$ cat src/i2cm_pkg.sv
// Shared types and constants for the I2C master byte engine.
// Used by the front end, the sequencer and the top level.
`timescale 1ns / 1ps

package i2cm_pkg;

  typedef enum logic [2:0] {
    KIND_TICK  = 3'd0,
    KIND_START = 3'd1,
    KIND_STOP  = 3'd2,
    KIND_WRITE = 3'd3,
    KIND_READ  = 3'd4
  } kind_t;

  typedef enum logic [2:0] {
    CMD_TICK,
    CMD_START,
    CMD_STOP,
    CMD_WRITE,
    CMD_READ
  } cmd_t;

  typedef enum logic [4:0] {
    PH_IDLE,
    PH_ST1,
    PH_ST2,
    PH_ST3,
    PH_ST4,
    PH_ST5,
    PH_SP1,
    PH_SP2,
    PH_SP3,
    PH_SP4,
    PH_WR_SETUP,
    PH_WR_HIGH,
    PH_WR_LOW,
    PH_AK1,
    PH_AK2,
    PH_AK_POLL,
    PH_RD_HIGH,
    PH_RD_LOW,
    PH_RA_SETUP,
    PH_RA_HIGH
  } phase_t;

  localparam int unsigned CFG_IDX_W = 2;
  localparam int unsigned CFG_DATA_W = 16;

  localparam logic [CFG_IDX_W-1:0] REG_HALF_PERIOD = 2'd0;
  localparam logic [CFG_IDX_W-1:0] REG_ACK_TIMEOUT = 2'd1;

  localparam logic [15:0] HALF_PERIOD_RST = 16'd5;
  localparam logic [7:0]  ACK_TIMEOUT_RST = 8'd250;
  localparam logic [3:0]  BITS_PER_BYTE   = 4'd8;

  typedef struct packed {
    logic [15:0] half_period;
    logic [7:0]  ack_timeout;
  } cfg_t;

  typedef struct packed {
    cmd_t       cmd;
    logic [7:0] tx_byte;
    logic       nack;
    logic       sda_in;
  } entry_t;

  typedef struct packed {
    logic       scl_out;
    logic       sda_out;
    logic       busy_res;
    logic       done_res;
    logic [7:0] rx_byte;
    logic       ack_ok;
    logic       timeout;
  } result_t;

endpackage

$ cat src/i2cm_in_if.sv
// Command channel: valid/ready handshake plus one command beat.
// Depends on nothing.
`timescale 1ns / 1ps

interface i2cm_in_if;
  logic       valid;
  logic       ready;
  logic [2:0] kind;
  logic [7:0] tx_byte;
  logic       nack;
  logic       sda_in;

  modport source (output valid, output kind, output tx_byte, output nack, output sda_in,
                  input ready);
  modport sink   (input valid, input kind, input tx_byte, input nack, input sda_in,
                  output ready);
endinterface

$ cat src/i2cm_out_if.sv
// Result channel: valid/ready handshake plus pin drives and status of one beat.
// Depends on nothing.
`timescale 1ns / 1ps

interface i2cm_out_if;
  logic       valid;
  logic       ready;
  logic       scl_out;
  logic       sda_out;
  logic       busy_res;
  logic       done_res;
  logic [7:0] rx_byte;
  logic       ack_ok;
  logic       timeout;

  modport source (output valid, output scl_out, output sda_out, output busy_res,
                  output done_res, output rx_byte, output ack_ok, output timeout,
                  input ready);
  modport sink   (input valid, input scl_out, input sda_out, input busy_res,
                  input done_res, input rx_byte, input ack_ok, input timeout,
                  output ready);
endinterface

$ cat src/i2cm_cfg_if.sv
// Register write channel: valid/ready handshake, register index and write data.
// Depends on nothing.
`timescale 1ns / 1ps

interface i2cm_cfg_if;
  logic        valid;
  logic        ready;
  logic [1:0]  index;
  logic [15:0] data;

  modport source (output valid, output index, output data, input ready);
  modport sink   (input valid, input index, input data, output ready);
endinterface

$ cat src/i2cm_front.sv
// Front end: accepts command beats, decodes the kind and queues them two deep.
// Depends on i2cm_pkg.
`timescale 1ns / 1ps

module i2cm_front (
  input  logic              clk,
  input  logic              rst_n,
  input  logic              in_valid,
  output logic              in_ready,
  input  logic [2:0]        in_kind,
  input  logic [7:0]        in_tx_byte,
  input  logic              in_nack,
  input  logic              in_sda_in,
  output logic              q_valid,
  input  logic              q_pop,
  output i2cm_pkg::entry_t  q_entry
);

  i2cm_pkg::entry_t slot_r [2];
  logic       wr_ptr_r, wr_ptr_nxt;
  logic       rd_ptr_r, rd_ptr_nxt;
  logic [1:0] count_r, count_nxt;
  logic       push;
  i2cm_pkg::entry_t dec;

  always_comb begin
    dec.tx_byte = in_tx_byte;
    dec.nack    = in_nack;
    dec.sda_in  = in_sda_in;
    unique case (in_kind)
      i2cm_pkg::KIND_START: dec.cmd = i2cm_pkg::CMD_START;
      i2cm_pkg::KIND_STOP:  dec.cmd = i2cm_pkg::CMD_STOP;
      i2cm_pkg::KIND_WRITE: dec.cmd = i2cm_pkg::CMD_WRITE;
      i2cm_pkg::KIND_READ:  dec.cmd = i2cm_pkg::CMD_READ;
      default:              dec.cmd = i2cm_pkg::CMD_TICK;
    endcase
  end

  assign in_ready = (count_r != 2'd2);
  assign push     = in_valid && in_ready;
  assign q_valid  = (count_r != 2'd0);
  assign q_entry  = slot_r[rd_ptr_r];

  always_comb begin
    wr_ptr_nxt = push ? ~wr_ptr_r : wr_ptr_r;
    rd_ptr_nxt = q_pop ? ~rd_ptr_r : rd_ptr_r;
    priority case ({push, q_pop})
      2'b10:   count_nxt = count_r + 2'd1;
      2'b01:   count_nxt = count_r - 2'd1;
      default: count_nxt = count_r;
    endcase
  end

  always_ff @(posedge clk) begin
    if (!rst_n) begin
      wr_ptr_r <= 1'b0;
      rd_ptr_r <= 1'b0;
      count_r  <= 2'd0;
    end else begin
      wr_ptr_r <= wr_ptr_nxt;
      rd_ptr_r <= rd_ptr_nxt;
      count_r  <= count_nxt;
    end
  end

  always_ff @(posedge clk) begin
    if (push) begin
      slot_r[wr_ptr_r] <= dec;
    end
  end

endmodule

$ cat src/i2cm_back.sv
// Back end: bus sequencer that registers the result; one queued beat per cycle while that register is free or drained.
// Depends on i2cm_pkg.
`timescale 1ns / 1ps

module i2cm_back (
  input  logic              clk,
  input  logic              rst_n,
  input  i2cm_pkg::cfg_t    cfg,
  input  logic              q_valid,
  output logic              q_pop,
  input  i2cm_pkg::entry_t  q_entry,
  output logic              out_valid,
  input  logic              out_ready,
  output i2cm_pkg::result_t out_res
);

  i2cm_pkg::phase_t phase_r, phase_nxt;
  logic [3:0]  bit_r, bit_nxt;
  logic [15:0] delay_r, delay_nxt;
  logic [7:0]  shift_r, shift_nxt;
  logic [7:0]  poll_r, poll_nxt;
  logic        scl_r, scl_nxt;
  logic        sda_r, sda_nxt;
  logic        ack_r, ack_nxt;
  logic        nack_r, nack_nxt;
  logic [7:0]  rx_r, rx_nxt;
  logic        to_r, to_nxt;
  logic        valid_r, valid_nxt;
  i2cm_pkg::result_t res_r, res_nxt;
  logic        fires;
  logic [15:0] dly_dec;
  logic        done;

  assign q_pop     = q_valid && (!valid_r || out_ready);
  assign out_valid = valid_r;
  assign out_res   = res_r;

  assign fires   = (delay_r <= 16'd1);
  assign dly_dec = fires ? 16'd0 : delay_r - 16'd1;

  always_comb begin
    phase_nxt = phase_r;
    bit_nxt   = bit_r;
    delay_nxt = delay_r;
    shift_nxt = shift_r;
    poll_nxt  = poll_r;
    scl_nxt   = scl_r;
    sda_nxt   = sda_r;
    ack_nxt   = ack_r;
    nack_nxt  = nack_r;
    rx_nxt    = rx_r;
    to_nxt    = to_r;
    done      = 1'b0;
    if (q_pop) begin
      if (phase_r == i2cm_pkg::PH_IDLE) begin
        unique case (q_entry.cmd)
          i2cm_pkg::CMD_START: begin
            delay_nxt = cfg.half_period;
            phase_nxt = i2cm_pkg::PH_ST1;
          end
          i2cm_pkg::CMD_STOP: begin
            sda_nxt   = 1'b0;
            delay_nxt = cfg.half_period;
            phase_nxt = i2cm_pkg::PH_SP1;
          end
          i2cm_pkg::CMD_WRITE: begin
            shift_nxt = q_entry.tx_byte;
            bit_nxt   = 4'd0;
            scl_nxt   = 1'b0;
            sda_nxt   = q_entry.tx_byte[7];
            phase_nxt = i2cm_pkg::PH_WR_SETUP;
          end
          i2cm_pkg::CMD_READ: begin
            shift_nxt = 8'd0;
            bit_nxt   = 4'd0;
            nack_nxt  = q_entry.nack;
            scl_nxt   = 1'b0;
            sda_nxt   = 1'b1;
            delay_nxt = cfg.half_period;
            phase_nxt = i2cm_pkg::PH_RD_LOW;
          end
          default: ;
        endcase
      end else begin
        unique case (phase_r)
          i2cm_pkg::PH_ST1: begin
            delay_nxt = dly_dec;
            if (fires) begin
              sda_nxt   = 1'b1;
              delay_nxt = cfg.half_period;
              phase_nxt = i2cm_pkg::PH_ST2;
            end
          end
          i2cm_pkg::PH_ST2: begin
            delay_nxt = dly_dec;
            if (fires) begin
              scl_nxt   = 1'b1;
              delay_nxt = cfg.half_period;
              phase_nxt = i2cm_pkg::PH_ST3;
            end
          end
          i2cm_pkg::PH_ST3: begin
            delay_nxt = dly_dec;
            if (fires) begin
              sda_nxt   = 1'b0;
              delay_nxt = cfg.half_period;
              phase_nxt = i2cm_pkg::PH_ST4;
            end
          end
          i2cm_pkg::PH_ST4: begin
            delay_nxt = dly_dec;
            if (fires) begin
              scl_nxt   = 1'b0;
              delay_nxt = cfg.half_period;
              phase_nxt = i2cm_pkg::PH_ST5;
            end
          end
          i2cm_pkg::PH_ST5, i2cm_pkg::PH_SP4: begin
            delay_nxt = dly_dec;
            if (fires) begin
              phase_nxt = i2cm_pkg::PH_IDLE;
              done      = 1'b1;
            end
          end
          i2cm_pkg::PH_SP1: begin
            delay_nxt = dly_dec;
            if (fires) begin
              scl_nxt   = 1'b1;
              delay_nxt = cfg.half_period;
              phase_nxt = i2cm_pkg::PH_SP2;
            end
          end
          i2cm_pkg::PH_SP2: begin
            delay_nxt = dly_dec;
            if (fires) begin
              sda_nxt   = 1'b1;
              delay_nxt = cfg.half_period;
              phase_nxt = i2cm_pkg::PH_SP3;
            end
          end
          i2cm_pkg::PH_SP3: begin
            delay_nxt = dly_dec;
            if (fires) begin
              delay_nxt = cfg.half_period;
              phase_nxt = i2cm_pkg::PH_SP4;
            end
          end
          i2cm_pkg::PH_WR_SETUP: begin
            scl_nxt   = 1'b1;
            delay_nxt = cfg.half_period;
            phase_nxt = i2cm_pkg::PH_WR_HIGH;
          end
          i2cm_pkg::PH_WR_HIGH: begin
            delay_nxt = dly_dec;
            if (fires) begin
              scl_nxt   = 1'b0;
              bit_nxt   = bit_r + 4'd1;
              delay_nxt = cfg.half_period;
              phase_nxt = i2cm_pkg::PH_WR_LOW;
            end
          end
          i2cm_pkg::PH_WR_LOW: begin
            delay_nxt = dly_dec;
            if (fires) begin
              if (bit_r < i2cm_pkg::BITS_PER_BYTE) begin
                shift_nxt = {shift_r[6:0], 1'b0};
                sda_nxt   = shift_r[6];
                phase_nxt = i2cm_pkg::PH_WR_SETUP;
              end else begin
                sda_nxt   = 1'b1;
                delay_nxt = cfg.half_period;
                phase_nxt = i2cm_pkg::PH_AK1;
              end
            end
          end
          i2cm_pkg::PH_AK1: begin
            delay_nxt = dly_dec;
            if (fires) begin
              scl_nxt   = 1'b1;
              delay_nxt = cfg.half_period;
              phase_nxt = i2cm_pkg::PH_AK2;
            end
          end
          i2cm_pkg::PH_AK2: begin
            delay_nxt = dly_dec;
            if (fires) begin
              poll_nxt  = 8'd0;
              phase_nxt = i2cm_pkg::PH_AK_POLL;
            end
          end
          i2cm_pkg::PH_AK_POLL: begin
            priority if (!q_entry.sda_in) begin
              ack_nxt   = 1'b1;
              to_nxt    = 1'b0;
              scl_nxt   = 1'b0;
              phase_nxt = i2cm_pkg::PH_IDLE;
              done      = 1'b1;
            end else if (poll_r >= cfg.ack_timeout) begin
              ack_nxt   = 1'b0;
              to_nxt    = 1'b1;
              scl_nxt   = 1'b0;
              phase_nxt = i2cm_pkg::PH_IDLE;
              done      = 1'b1;
            end else begin
              poll_nxt  = poll_r + 8'd1;
            end
          end
          i2cm_pkg::PH_RD_LOW: begin
            delay_nxt = dly_dec;
            if (fires) begin
              if (bit_r < i2cm_pkg::BITS_PER_BYTE) begin
                scl_nxt   = 1'b1;
                delay_nxt = cfg.half_period;
                phase_nxt = i2cm_pkg::PH_RD_HIGH;
              end else begin
                sda_nxt   = nack_r;
                phase_nxt = i2cm_pkg::PH_RA_SETUP;
              end
            end
          end
          i2cm_pkg::PH_RD_HIGH: begin
            delay_nxt = dly_dec;
            if (fires) begin
              shift_nxt = {shift_r[6:0], q_entry.sda_in};
              bit_nxt   = bit_r + 4'd1;
              scl_nxt   = 1'b0;
              delay_nxt = cfg.half_period;
              phase_nxt = i2cm_pkg::PH_RD_LOW;
            end
          end
          i2cm_pkg::PH_RA_SETUP: begin
            scl_nxt   = 1'b1;
            delay_nxt = cfg.half_period;
            phase_nxt = i2cm_pkg::PH_RA_HIGH;
          end
          i2cm_pkg::PH_RA_HIGH: begin
            delay_nxt = dly_dec;
            if (fires) begin
              scl_nxt   = 1'b0;
              rx_nxt    = shift_r;
              phase_nxt = i2cm_pkg::PH_IDLE;
              done      = 1'b1;
            end
          end
          default: phase_nxt = i2cm_pkg::PH_IDLE;
        endcase
      end
    end
  end

  always_comb begin
    res_nxt.scl_out  = scl_nxt;
    res_nxt.sda_out  = sda_nxt;
    res_nxt.busy_res = (phase_nxt != i2cm_pkg::PH_IDLE);
    res_nxt.done_res = done;
    res_nxt.rx_byte  = rx_nxt;
    res_nxt.ack_ok   = ack_nxt;
    res_nxt.timeout  = to_nxt;
    valid_nxt        = q_pop ? 1'b1 : (out_ready ? 1'b0 : valid_r);
  end

  always_ff @(posedge clk) begin
    if (!rst_n) begin
      phase_r <= i2cm_pkg::PH_IDLE;
      bit_r   <= 4'd0;
      delay_r <= 16'd0;
      shift_r <= 8'd0;
      poll_r  <= 8'd0;
      scl_r   <= 1'b1;
      sda_r   <= 1'b1;
      ack_r   <= 1'b0;
      nack_r  <= 1'b0;
      rx_r    <= 8'd0;
      to_r    <= 1'b0;
      valid_r <= 1'b0;
    end else begin
      phase_r <= phase_nxt;
      bit_r   <= bit_nxt;
      delay_r <= delay_nxt;
      shift_r <= shift_nxt;
      poll_r  <= poll_nxt;
      scl_r   <= scl_nxt;
      sda_r   <= sda_nxt;
      ack_r   <= ack_nxt;
      nack_r  <= nack_nxt;
      rx_r    <= rx_nxt;
      to_r    <= to_nxt;
      valid_r <= valid_nxt;
    end
  end

  always_ff @(posedge clk) begin
    if (q_pop) begin
      res_r <= res_nxt;
    end
  end

endmodule

$ cat src/i2c_master_byte_engine.sv
// Byte-level I2C master: command front end, two-deep queue, bus sequencer, register file.
// Depends on i2cm_pkg, i2cm_in_if, i2cm_out_if, i2cm_cfg_if, i2cm_front and i2cm_back.
// Each beat on in_ch (a command, or a tick that advances the bus sequence) gives exactly one
// beat on out_ch carrying the SCL/SDA drives and status after it. One beat is taken per clock
// while out_ch keeps taking results; a result passes the two-entry command queue and then the
// result register, is offered on out_ch from there and held until taken, and the sequencer
// runs one queued beat per clock whenever the result register is free or being drained.
// With out_ch stalled, the queue and the result register hold three
// beats before in_ch is stalled. Register writes on cfg_ch are always taken; index 0 sets
// half_period, index 1 sets ack_timeout, other indexes are dropped.
`timescale 1ns / 1ps

module i2c_master_byte_engine (
  input logic              clk,
  input logic              rst_n,
  i2cm_in_if.sink          in_ch,
  i2cm_out_if.source       out_ch,
  i2cm_cfg_if.sink         cfg_ch
);

  i2cm_pkg::cfg_t    cfg_r, cfg_nxt;
  i2cm_pkg::entry_t  q_entry;
  i2cm_pkg::result_t res;
  logic              q_valid;
  logic              q_pop;

  assign cfg_ch.ready = 1'b1;

  always_comb begin
    cfg_nxt = cfg_r;
    if (cfg_ch.valid) begin
      if (cfg_ch.index == i2cm_pkg::REG_HALF_PERIOD) begin
        cfg_nxt.half_period = cfg_ch.data;
      end else if (cfg_ch.index == i2cm_pkg::REG_ACK_TIMEOUT) begin
        cfg_nxt.ack_timeout = cfg_ch.data[7:0];
      end
    end
  end

  always_ff @(posedge clk) begin
    if (!rst_n) begin
      cfg_r.half_period <= i2cm_pkg::HALF_PERIOD_RST;
      cfg_r.ack_timeout <= i2cm_pkg::ACK_TIMEOUT_RST;
    end else begin
      cfg_r <= cfg_nxt;
    end
  end

  i2cm_front u_front (
    .clk        (clk),
    .rst_n      (rst_n),
    .in_valid   (in_ch.valid),
    .in_ready   (in_ch.ready),
    .in_kind    (in_ch.kind),
    .in_tx_byte (in_ch.tx_byte),
    .in_nack    (in_ch.nack),
    .in_sda_in  (in_ch.sda_in),
    .q_valid    (q_valid),
    .q_pop      (q_pop),
    .q_entry    (q_entry)
  );

  i2cm_back u_back (
    .clk       (clk),
    .rst_n     (rst_n),
    .cfg       (cfg_r),
    .q_valid   (q_valid),
    .q_pop     (q_pop),
    .q_entry   (q_entry),
    .out_valid (out_ch.valid),
    .out_ready (out_ch.ready),
    .out_res   (res)
  );

  assign out_ch.scl_out  = res.scl_out;
  assign out_ch.sda_out  = res.sda_out;
  assign out_ch.busy_res = res.busy_res;
  assign out_ch.done_res = res.done_res;
  assign out_ch.rx_byte  = res.rx_byte;
  assign out_ch.ack_ok   = res.ack_ok;
  assign out_ch.timeout  = res.timeout;

  a_done_not_busy: assert property (@(posedge clk) disable iff (!rst_n)
    out_ch.valid && out_ch.done_res |-> !out_ch.busy_res)
    else $error("done beat reports busy");

  a_drain_when_free: assert property (@(posedge clk) disable iff (!rst_n)
    q_valid && !out_ch.valid |=> out_ch.valid)
    else $error("queued beat not executed while result register free");

  a_pop_needs_entry: assert property (@(posedge clk) disable iff (!rst_n)
    q_pop |-> q_valid)
    else $error("sequencer popped an empty queue");

  a_no_result_from_nothing: assert property (@(posedge clk) disable iff (!rst_n)
    !out_ch.valid && !q_valid |=> !out_ch.valid)
    else $error("result beat without a queued command");

endmodule

$ cat src/flat_wrapper.sv
// flat-port wrapper written by rule: the top's interface ports become plain ports
module i2c_master_byte_engine_flat 
  (clk, rst_n, in_ch_valid, in_ch_kind, in_ch_tx_byte, in_ch_nack, in_ch_sda_in, in_ch_ready, out_ch_valid, out_ch_scl_out, out_ch_sda_out, out_ch_busy_res, out_ch_done_res, out_ch_rx_byte, out_ch_ack_ok, out_ch_timeout, out_ch_ready, cfg_ch_valid, cfg_ch_index, cfg_ch_data, cfg_ch_ready);
  i2cm_in_if in_ch_i ();
  i2cm_out_if out_ch_i ();
  i2cm_cfg_if cfg_ch_i ();
  input logic clk;
  input logic rst_n;
  input wire logic [$bits(in_ch_i.valid)-1:0] in_ch_valid;
  input wire logic [$bits(in_ch_i.kind)-1:0] in_ch_kind;
  input wire logic [$bits(in_ch_i.tx_byte)-1:0] in_ch_tx_byte;
  input wire logic [$bits(in_ch_i.nack)-1:0] in_ch_nack;
  input wire logic [$bits(in_ch_i.sda_in)-1:0] in_ch_sda_in;
  output wire logic [$bits(in_ch_i.ready)-1:0] in_ch_ready;
  output wire logic [$bits(out_ch_i.valid)-1:0] out_ch_valid;
  output wire logic [$bits(out_ch_i.scl_out)-1:0] out_ch_scl_out;
  output wire logic [$bits(out_ch_i.sda_out)-1:0] out_ch_sda_out;
  output wire logic [$bits(out_ch_i.busy_res)-1:0] out_ch_busy_res;
  output wire logic [$bits(out_ch_i.done_res)-1:0] out_ch_done_res;
  output wire logic [$bits(out_ch_i.rx_byte)-1:0] out_ch_rx_byte;
  output wire logic [$bits(out_ch_i.ack_ok)-1:0] out_ch_ack_ok;
  output wire logic [$bits(out_ch_i.timeout)-1:0] out_ch_timeout;
  input wire logic [$bits(out_ch_i.ready)-1:0] out_ch_ready;
  input wire logic [$bits(cfg_ch_i.valid)-1:0] cfg_ch_valid;
  input wire logic [$bits(cfg_ch_i.index)-1:0] cfg_ch_index;
  input wire logic [$bits(cfg_ch_i.data)-1:0] cfg_ch_data;
  output wire logic [$bits(cfg_ch_i.ready)-1:0] cfg_ch_ready;
  assign in_ch_i.valid = in_ch_valid;
  assign in_ch_i.kind = in_ch_kind;
  assign in_ch_i.tx_byte = in_ch_tx_byte;
  assign in_ch_i.nack = in_ch_nack;
  assign in_ch_i.sda_in = in_ch_sda_in;
  assign in_ch_ready = in_ch_i.ready;
  assign out_ch_valid = out_ch_i.valid;
  assign out_ch_scl_out = out_ch_i.scl_out;
  assign out_ch_sda_out = out_ch_i.sda_out;
  assign out_ch_busy_res = out_ch_i.busy_res;
  assign out_ch_done_res = out_ch_i.done_res;
  assign out_ch_rx_byte = out_ch_i.rx_byte;
  assign out_ch_ack_ok = out_ch_i.ack_ok;
  assign out_ch_timeout = out_ch_i.timeout;
  assign out_ch_i.ready = out_ch_ready;
  assign cfg_ch_i.valid = cfg_ch_valid;
  assign cfg_ch_i.index = cfg_ch_index;
  assign cfg_ch_i.data = cfg_ch_data;
  assign cfg_ch_ready = cfg_ch_i.ready;
  i2c_master_byte_engine u_core (.clk(clk), .rst_n(rst_n), .in_ch(in_ch_i), .out_ch(out_ch_i), .cfg_ch(cfg_ch_i));
endmodule
$ cat config.mk
export PLATFORM = sky130hd
export DESIGN_NAME = i2c_master_byte_engine_flat
export DESIGN_NICKNAME = d
export VERILOG_FILES = /design/src/i2cm_pkg.sv /design/src/i2cm_in_if.sv /design/src/i2cm_out_if.sv /design/src/i2cm_cfg_if.sv /design/src/i2cm_front.sv /design/src/i2cm_back.sv /design/src/i2c_master_byte_engine.sv /design/src/flat_wrapper.sv
export SDC_FILE = /design/constraint.sdc
export NUM_CORES = 1
export LEC_CHECK = 0
export BUFFER_PORTS_ARGS = -buffer_cell sky130_fd_sc_hd__buf_2
export CAP_MARGIN = 30
export CELL_PAD_IN_SITES_DETAIL_PLACEMENT = 0
export CELL_PAD_IN_SITES_GLOBAL_PLACEMENT = 1
export CORE_MARGIN = 1.5
export CORE_UTILIZATION = 46
export CTS_CLUSTER_SIZE = 24
export DETAILED_ROUTE_END_ITERATION = 10
export PLACE_DENSITY_LB_ADDON = 0.1
export SKIP_CTS_REPAIR_TIMING = 1
export SYNTH_ARGS = -nofsm -noshare
export SYNTH_HDL_FRONTEND = slang
export SYNTH_SLANG_ARGS = --single-unit
$ cat constraint.sdc
create_clock -name clk -period 2.96 [get_ports clk]
set_clock_uncertainty 0.15 [all_clocks]
set_input_delay 0.444 -clock clk [delete_from_list [all_inputs] [get_ports clk]]
set_output_delay 0.444 -clock clk [all_outputs]
set_load 0.05 [all_outputs]
# After elaboration in Yosys (flattened, before gate mapping)
# Memories as Yosys holds them, arrays and structs flattened. A register that Yosys moved wholly into a read port is not among the register bits.
# Index checks and enable logic that the tools add are counted.
# word_totals
register_bits	97
input_bits	36
output_inout_bits	17
wordCells	200
ramBits	26
mem_count	1
# mem_list
name	words	width	read_ports	rd_ports_with_merged_regs	wr	line_no	source
u_core.u_front.slot_r	2	13	1	1	1	i2cm_front.sv:19	i2cm_pkg::entry_t slot_r [2];
# op_classes
n_bitwise	4
n_lt_le_gt_ge	3
addsub	5
n_reduce_logical	32
n_eq_ne	40
n_mux	91
# ops
op	count
16-bit two-way mux	8
5-bit two-way mux	18
8-bit two-way mux	11
5-bit one-hot mux with 17 select lines	1
16-bit one-hot mux with 5 select lines	1
8-bit one-hot mux with 2 select lines	3
5-bit by 4-bit equality test with 1-bit output (second input constant)	8
1-bit two-way mux	36
5-bit by 3-bit equality test with 1-bit output (second input constant)	4
5-bit equality test (second input constant)	4
5-bit one-hot mux with 4 select lines	1
16-bit by 1-bit less-or-equal comparator with 1-bit output (second input constant)	1
4-bit two-way mux	4
16-bit by 1-bit subtractor with 16-bit output (second input constant)	1
3-bit by 2-bit equality test with 1-bit output (second input constant)	4
2-bit inequality test (second input constant)	6
3-bit one-hot mux with 4 select lines	1
6-bit AND reduction	2
2-bit nonzero test	6
5-bit by 2-bit equality test with 1-bit output (second input constant)	2
10-bit OR reduction	1
3-bit inequality test (second input constant)	3
3-bit AND reduction	3
3-bit OR reduction	3
other kinds (32)	43

# Logic depth before layout (Yosys ltp)
# Gate-level depths: netlist (run 1).
# logic_depth
depth_word	7
depth_mapped	11
mapped_depth_nobuf	9

# Hierarchy
# A second synthesis (run 1) with hierarchy kept.
# unflattened
cells_unflattened	747
hier_area_um2	6912.9
# modules_own_cells
module	instances	area_each_um2	cells_each	seq_area_each_um2
i2cm_back	1	4687.0	572	1521.5
i2cm_front	1	1179.9	66	880.8
i2c_master_byte_engine	1	1046.0	109	480.5

# Worst setup path before layout (run 1)
# No wires, ideal clock.
# synth_path
path_type	register -> register
start	register u_core.u_back.valid_r (netlist: u_core.u_back.out_valid)
end	register u_core.u_back.delay_r[1]
arrival_time_ps	2407
required_ps	2688
path_buffers	0
synth_period_minus_slack_ps	2679
path_slack_ps	281
stages_incl_launch_ff	9
cell_sequence	dfxtp_1 -> nor2b_1 -> or2_2 -> clkinv_1 -> nand3_1 -> nor2_1 -> nand2_1 -> and2b_1 -> a221o_1
# synth_between
elab_chain_len	4
# synth_lines
item	line_no	source
start: declaration	i2cm_back.sv:28	logic valid_r, valid_nxt;
start signal: assignment	i2cm_back.sv:288	valid_r <= valid_nxt;
1-bit logical NOT	i2cm_back.sv:34	assign q_pop = q_valid && (!valid_r || out_ready);
1-bit logical OR	i2cm_back.sv:34	
1-bit logical AND	i2cm_back.sv:34	
named net u_core.q_pop	i2c_master_byte_engine.sv:25	logic q_pop;
3-bit AND reduction (no line)	n/a	
end signal: assignment	i2cm_back.sv:279	delay_r <= delay_nxt;
end: declaration	i2cm_back.sv:19	logic [15:0] delay_r, delay_nxt;
# The timed path passes the listed nets, and every way through them passes these cells.
# A chain may end at the register's enable or synchronous reset.

# Worst setup path in the final report (run 1)
# layout_path
start	register u_core.u_back.phase_r[2]
end	register u_core.u_back.delay_r[1]
# layout_between
elab_chain_len	4
word_cells_on_any_way	27
# layout_lines
item	line_no	source
start: declaration	i2cm_back.sv:17	i2cm_pkg::phase_t phase_r, phase_nxt;
start signal: assignment	i2cm_back.sv:264	phase_r <= i2cm_pkg::PH_IDLE;
start signal: assignment	i2cm_back.sv:277	phase_r <= phase_nxt;
5-bit equality test (tied with other cells)	i2cm_back.sv:85	unique case (phase_r)
10-bit OR reduction (no line) (tied with other cells)	n/a	
16-bit one-hot mux with 5 select lines / 6-bit nonzero test (equally long branches)	n/a	
16-bit two-way mux / 3-bit AND reduction (equally long branches)	n/a	
# Parallel ways exist; a longest one is shown, timed or not.

==> results.cfg, run 1 <==
[flow_run]
drv_cap = 0

[pwr]
pwr-share-clk = 0.228
power_frac_comb = 0.507
ir_drop_uv = 559
power_density_mw_per_mm2 = 1170
p_leak_uw = 0.00304
switching_share = 0.447
pwr-share-seq = 0.265
p_sw_uw = 4030
p_int_uw = 4980

[floorplanning]
die_width_um = 122
die_y_um = 122
top_level_ports = 53
fp.coreArea_sq_mm = 0.0138
dieArea_sq_mm = 0.0148
start_util = 0.469
fp-row-count = 43

[sta]
relSlewSlack = 0.468
finalCriticalPeriod_ns = 2.76
max_freq_mhz = 362
drv_slew = 0
rsz0062_at_grt = false
finalCritPeriodShare = 0.932
hold_violations = 0
setup_viol = 0
layout_setup_ws_ns = 0.200
worst_slew_pin_slew_ns = 0.789
tns_ns = 0

[global_route]
grt_pass1_wl_um = 29200
grt_pass1_vias = 5626
grtUsageTotal = 0.256
overflow = 0
grt_max_degree = 33
antenna_found_initial = 0

[detailed_routing]
dr.pass1.iters = 5
final_antenna_net_count = 0
routed_wl_um = 17900
wl_per_cell_um = 18.1
drt_iter0_drc = 603
num_vias = 5688
via_per_inst = 5.75
drc = 0

[final_layout]
postLayoutCellArea_sq_mm = 0.00771
num_antenna_cells = 0
nNetsFinal = 845
multi_input_area_sq_mm = 0.00327
layout-drive-gt1-share = 0.204
num-fill-cells = 1263
seqCellArea_sq_mm = 0.00288
area_delta_synth_final_pct = 18.8

[yosys]
syn_nets = 762
synth-seq-cells = 124
syn_inst = 713
ys_seq_area_frac = 0.444
synth-main-ff-cell = dfxtp_1
avgSynthCellArea_sq_um = 9.10
mappedNetlistArea_sq_mm = 0.00649
synth_edf_count = 40
yosys.cell_types.count = 78
ys_warn_count = 0
ys_async_sr_fraction = 0

[placed_design]
gp_congestion = 0.987
dp_slack_ns = 0.135
port_buffers = 51
place_area_sq_mm = 0.00711
dp_hpwl_um = 13200

[clocking]
path_clk_slew_ns = 0.06
cts_max_level = 4
clock_latency_ns = 0.42
cts_buffers = 17
clockBufferDepth = 2
cts_tree = yes
root_buffer = clkbuf_16
cts.sinks = 124

[setup_path]
critical_path.startpoint_type = flip-flop
setup.worst_path.class = reg2reg
cp_data_arrival_time_ns = 2.91
worstPathRequired_ns = 3.11
reg2reg_setup_slack_ns = 0.20
crit_fanout = 15
cp-end-kind = flip-flop

[run_status]
outcome = complete, no violations

[hold_path]
hp-class = in2reg
[cell usage after synthesis, drive strengths merged (16+ instances only)]
cell type	n	area, sq um
a21oi	44	220
and2	16	100
buf	20	134
clkbuf	21	141
dfxtp	84	1680
edfxtp	40	1200
inv	16	60.1
mux2i	21	210
nand2	88	330
nand3	22	120
nor2	68	255
nor3	30	166
o21ai	46	234
[kinds of logic after synthesis]
| logic type | count (synthesis) | share of synthesized area |
|---|---|---|
| simple gates | 293 | 0.225 |
| compound gates | 170 | 0.173 |
| flops | 124 | 0.444 |
| buf+inv | 58 | 0.0523 |
| mux | 30 | 0.0480 |
| xor+xnor | 24 | 0.0324 |
| fa+ha+maj | 13 | 0.0251 |
| other cells | 1 | 0.000578 |
[state kept, by name (all words and copies together), names as in the netlist, named ones only]
| name | count |
|---|---|
| u_core.cfg_r | 24 |
| u_core.u_back.ack_r | 1 |
| u_core.u_back.bit_r | 4 |
| u_core.u_back.delay_r | 16 |
| u_core.u_back.nack_r | 1 |
| u_core.u_back.out_res | 14 |
| u_core.u_back.out_valid | 1 |
| u_core.u_back.phase_r | 5 |
| u_core.u_back.poll_r | 8 |
| u_core.u_back.rx_r | 8 |
| u_core.u_back.scl_r | 1 |
| u_core.u_back.sda_r | 1 |
| u_core.u_back.shift_r | 8 |
| u_core.u_back.to_r | 1 |
| u_core.u_front.count_r | 2 |
| u_core.u_front.rd_ptr_r | 1 |
| u_core.u_front.slot_r | 26 |
| u_core.u_front.wr_ptr_r | 1 |
[metrics by stage]
| step | total power, uW | hold slack [ns] | instances | utilization |
|---|---|---|---|---|
| after detailed placement | 6820 | 0.314 | 957 | 0.514 |
| after global routing | 9530 | 0.0498 | 989 | 0.557 |
| after floorplan | 5470 | 0.282 | 713 | - |
| after global placement | 6800 | 0.294 | 957 | 0.514 |
| final | 9000 | 0.0618 | 989 | 0.557 |
| after CTS | 8920 | 0.0485 | 989 | 0.557 |
[power by group through the flow]
stage / registers (uW) / logic (uW) / clock network (uW)
2_1_floorplan: 2610 / 2860 / 0
3_3_place_gp: 2390 / 4410 / 0
3_5_place_dp: 2410 / 4410 / 0
4_1_cts: 2380 / 4450 / 2090
5_1_grt: 2420 / 4940 / 2170
6_report: 2390 / 4560 / 2060
[worst max-delay path, cell delays in order (launching register included)]
cell and delay, ns:
dfxtp_1 0.67, nor2_1 0.15, a21boi_0 0.26, o311ai_0 0.28, a211oi_2 0.42, o21ai_2 0.12, and2b_1 0.24, a221o_1 0.36
[layout by cell type (no fill, tap or decap), types with 9 or more instances in the layout]
master,instances
o21ai_0,42
xnor2_1,15
nand2b_1,11
clkbuf_16,17
xor2_1,9
inv_1,16
edfxtp_1,40
nand2_1,88
mux2i_1,21
o211ai_1,12
and2_1,16
buf_2,51
nor2_1,68
buf_4,53
nand3_1,20
nor3b_1,9
mux2_2,9
nor3_1,28
a211oi_1,11
a21oi_1,44
dfxtp_1,84
ha_1,13
nor4_1,10
[layer usage]
layer / part of all wire / wire length, um / global-route usage
met5: 0 / 0 / 0
met4: 0.021 / 380 / 0.0978
met3: 0.066 / 1190 / 0.0585
met2: 0.45 / 8050 / 0.389
met1: 0.46 / 8250 / 0.356
[final cells by class]
type / instances / area share
timing repair buffer: 105 / 0.0873
sequential: 124 / 0.374
clock inverter: 14 / 0.0208
tap: 180 / 0.0292
clock buffer: 18 / 0.0557
inverter: 17 / 0.00828
multi-input combinational: 531 / 0.425
[path summary, 6_finish.rpt]
path                             from                          end  depth (start not counted)
max          u_core.u_back.phase_r[2]     u_core.u_back.delay_r[1]                          7
max reg2reg  u_core.u_back.phase_r[2]     u_core.u_back.delay_r[1]                          7
min reg2reg          u_core.cfg_r[16]             u_core.cfg_r[16]                          2
min                  in_ch_tx_byte[4]  u_core.u_front.slot_r[0][6]                          1
(Power assumes the default switching activity.)
==> run 2: changes to the inputs <==
SETUP_SLACK_MARGIN = 0.5   (was unset)
==> run 2 against run 1 <==
  * Register-to-register slack improved by 0.34 ns
  * Cell count rose by 1.9%
  * Sequential power hardly changed
  * Die area did not move
  * Largest cell class unchanged
==> results.cfg, run 2 (synthesis gave the netlist of run 1 again) <==
[setup_path]
crit_fanout = 13
critical_path.startpoint_type = flip-flop
worstPathRequired_ns = 2.97
r2r_start = u_core.u_back.delay_r[7]
reg2reg_setup_slack_ns = 0.54
r2r-end = u_core.u_back.out_res[11]
cp_data_arrival_time_ns = 2.43
setup.worst_path.class = reg2reg
reg2regPathDepth = 8
cp-end-kind = flip-flop

[floorplanning]
die_y_um = 122
die_width_um = 122
top_level_ports = 53
fp-row-count = 43
dieArea_sq_mm = 0.0148
fp.coreArea_sq_mm = 0.0138
start_util = 0.469

[pwr]
switching_share = 0.450
power_density_mw_per_mm2 = 1180
pwr-share-seq = 0.247
p_sw_uw = 4380
ir_drop_uv = 546
power_frac_comb = 0.539
p_int_uw = 5360
p_leak_uw = 0.00319
pwr-share-clk = 0.214

[sta]
rsz0062_at_grt = true
setup_viol = 0
relSlewSlack = 0.576
worst_slew_pin_slew_ns = 0.630
finalCriticalPeriod_ns = 2.42
drv_slew = 0
max_freq_mhz = 413
finalCritPeriodShare = 0.817
hold_violations = 0
tns_ns = 0

[hold_path]
whs_endpoint = u_core.u_front.slot_r[0][1]
min_delay_path_depth = 1
hp-class = in2reg
min_from = in_ch_nack

[final_layout]
largest-register = u_core.u_front.slot_r
area_delta_synth_final_pct = 27.1
largest_reg_flops = 26
layout-drive-gt1-share = 0.304
top_regs = u_core.u_front.slot_r x26, u_core.cfg_r x24, u_core.u_back.delay_r x16
nNetsFinal = 864
postLayoutCellArea_sq_mm = 0.00825
mostFrequentLayoutCells = nand2_1 (86), dfxtp_1 (70), buf_4 (69)
utilization = 0.597
layout_commonest_cell = nand2_1
num_antenna_cells = 0

[clocking]
root_buffer = clkbuf_16
cts_buffers = 17
cts_tree = yes
clockBufferDepth = 2
cts.sinks = 124
path_clk_slew_ns = 0.07
clock_latency_ns = 0.42
cts_max_level = 4

[global_route]
grt_pass1_wl_um = 28200
grtUsageTotal = 0.250
grt_max_degree = 37
grt_pass1_vias = 5341
antenna_found_initial = 0
overflow = 0

[detailed_routing]
via_per_inst = 5.72
dr.pass1.iters = 5
routed_wl_um = 18400
drt_iter0_drc = 484
drc = 0
final_antenna_net_count = 0
wl_per_cell_um = 18.3
num_vias = 5761

[placed_design]
dp_hpwl_um = 13300
place_area_sq_mm = 0.00720
gp_congestion = 0.910
port_buffers = 51

[flow_run]
drv_cap = 0

[run_status]
outcome = complete, no violations
[run 2: layout make-up]
cell class,count,area [sq um]
Fill cell,1204,5580
Multi-Input combinational cell,531,3610
Sequential cell,124,2910
Timing Repair Buffer,124,845
Clock buffer,17,425
Tap cell,180,225
Clock inverter,15,169
Inverter,17,65.1
[run 2: worst max-delay path: stages (launching register included)]
cell,delay [ns]
dfxtp_4,0.36
nor4_4,0.34
buf_4,0.20
nand3_4,0.11
or2_4,0.35
o31ai_1,0.26
o211ai_1,0.12
nor2_1,0.16
nand4_1,0.10
[run 2: metrics by stage]
| stage | total power (uW) | hold slack (ns) | instances | setup WS (ns) |
|---|---|---|---|---|
| 2_1_floorplan | 5470 | 0.282 | 713 | 0.517 |
| 3_3_place_gp | 6990 | 0.303 | 965 | 0.246 |
| 3_5_place_dp | 6970 | 0.304 | 965 | 0.116 |
| 4_1_cts | 9090 | 0.0458 | 997 | 0.100 |
| 5_1_grt | 10300 | 0.0482 | 1008 | 0.403 |
| 6_report | 9740 | 0.0578 | 1008 | 0.540 |
[run 2: layer usage]
metal | wire length [um] | vias to the layer above | share of wire | global-route usage
met5 | 0 | - | 0 | 0
met4 | 378 | 0 | 0.021 | 0.0846
met3 | 1140 | 32 | 0.062 | 0.0520
met2 | 8290 | 200 | 0.45 | 0.375
met1 | 8620 | 2738 | 0.47 | 0.359
li1 | - | 2791 | - | -
[run 2: how the worst max path moves through the flow]
stage                                   from                        end
global route        u_core.u_back.delay_r[7]  u_core.u_back.out_res[12]
CTS                 u_core.u_back.delay_r[0]     u_core.u_back.bit_r[3]
finish              u_core.u_back.delay_r[7]  u_core.u_back.out_res[11]
global placement    u_core.u_back.delay_r[0]     u_core.u_back.bit_r[3]
floorplan            u_core.u_back.poll_r[2]    u_core.u_back.poll_r[6]
detailed placement  u_core.u_back.delay_r[0]     u_core.u_back.bit_r[3]
[run 2: power by group through the flow]
stage / clock [uW] / sequential [uW] / combinational, uW
6_report: 2090 / 2410 / 5250
5_1_grt: 2190 / 2450 / 5620
4_1_cts: 2120 / 2380 / 4590
3_5_place_dp: 0 / 2410 / 4560
3_3_place_gp: 0 / 2400 / 4600
2_1_floorplan: 0 / 2610 / 2860
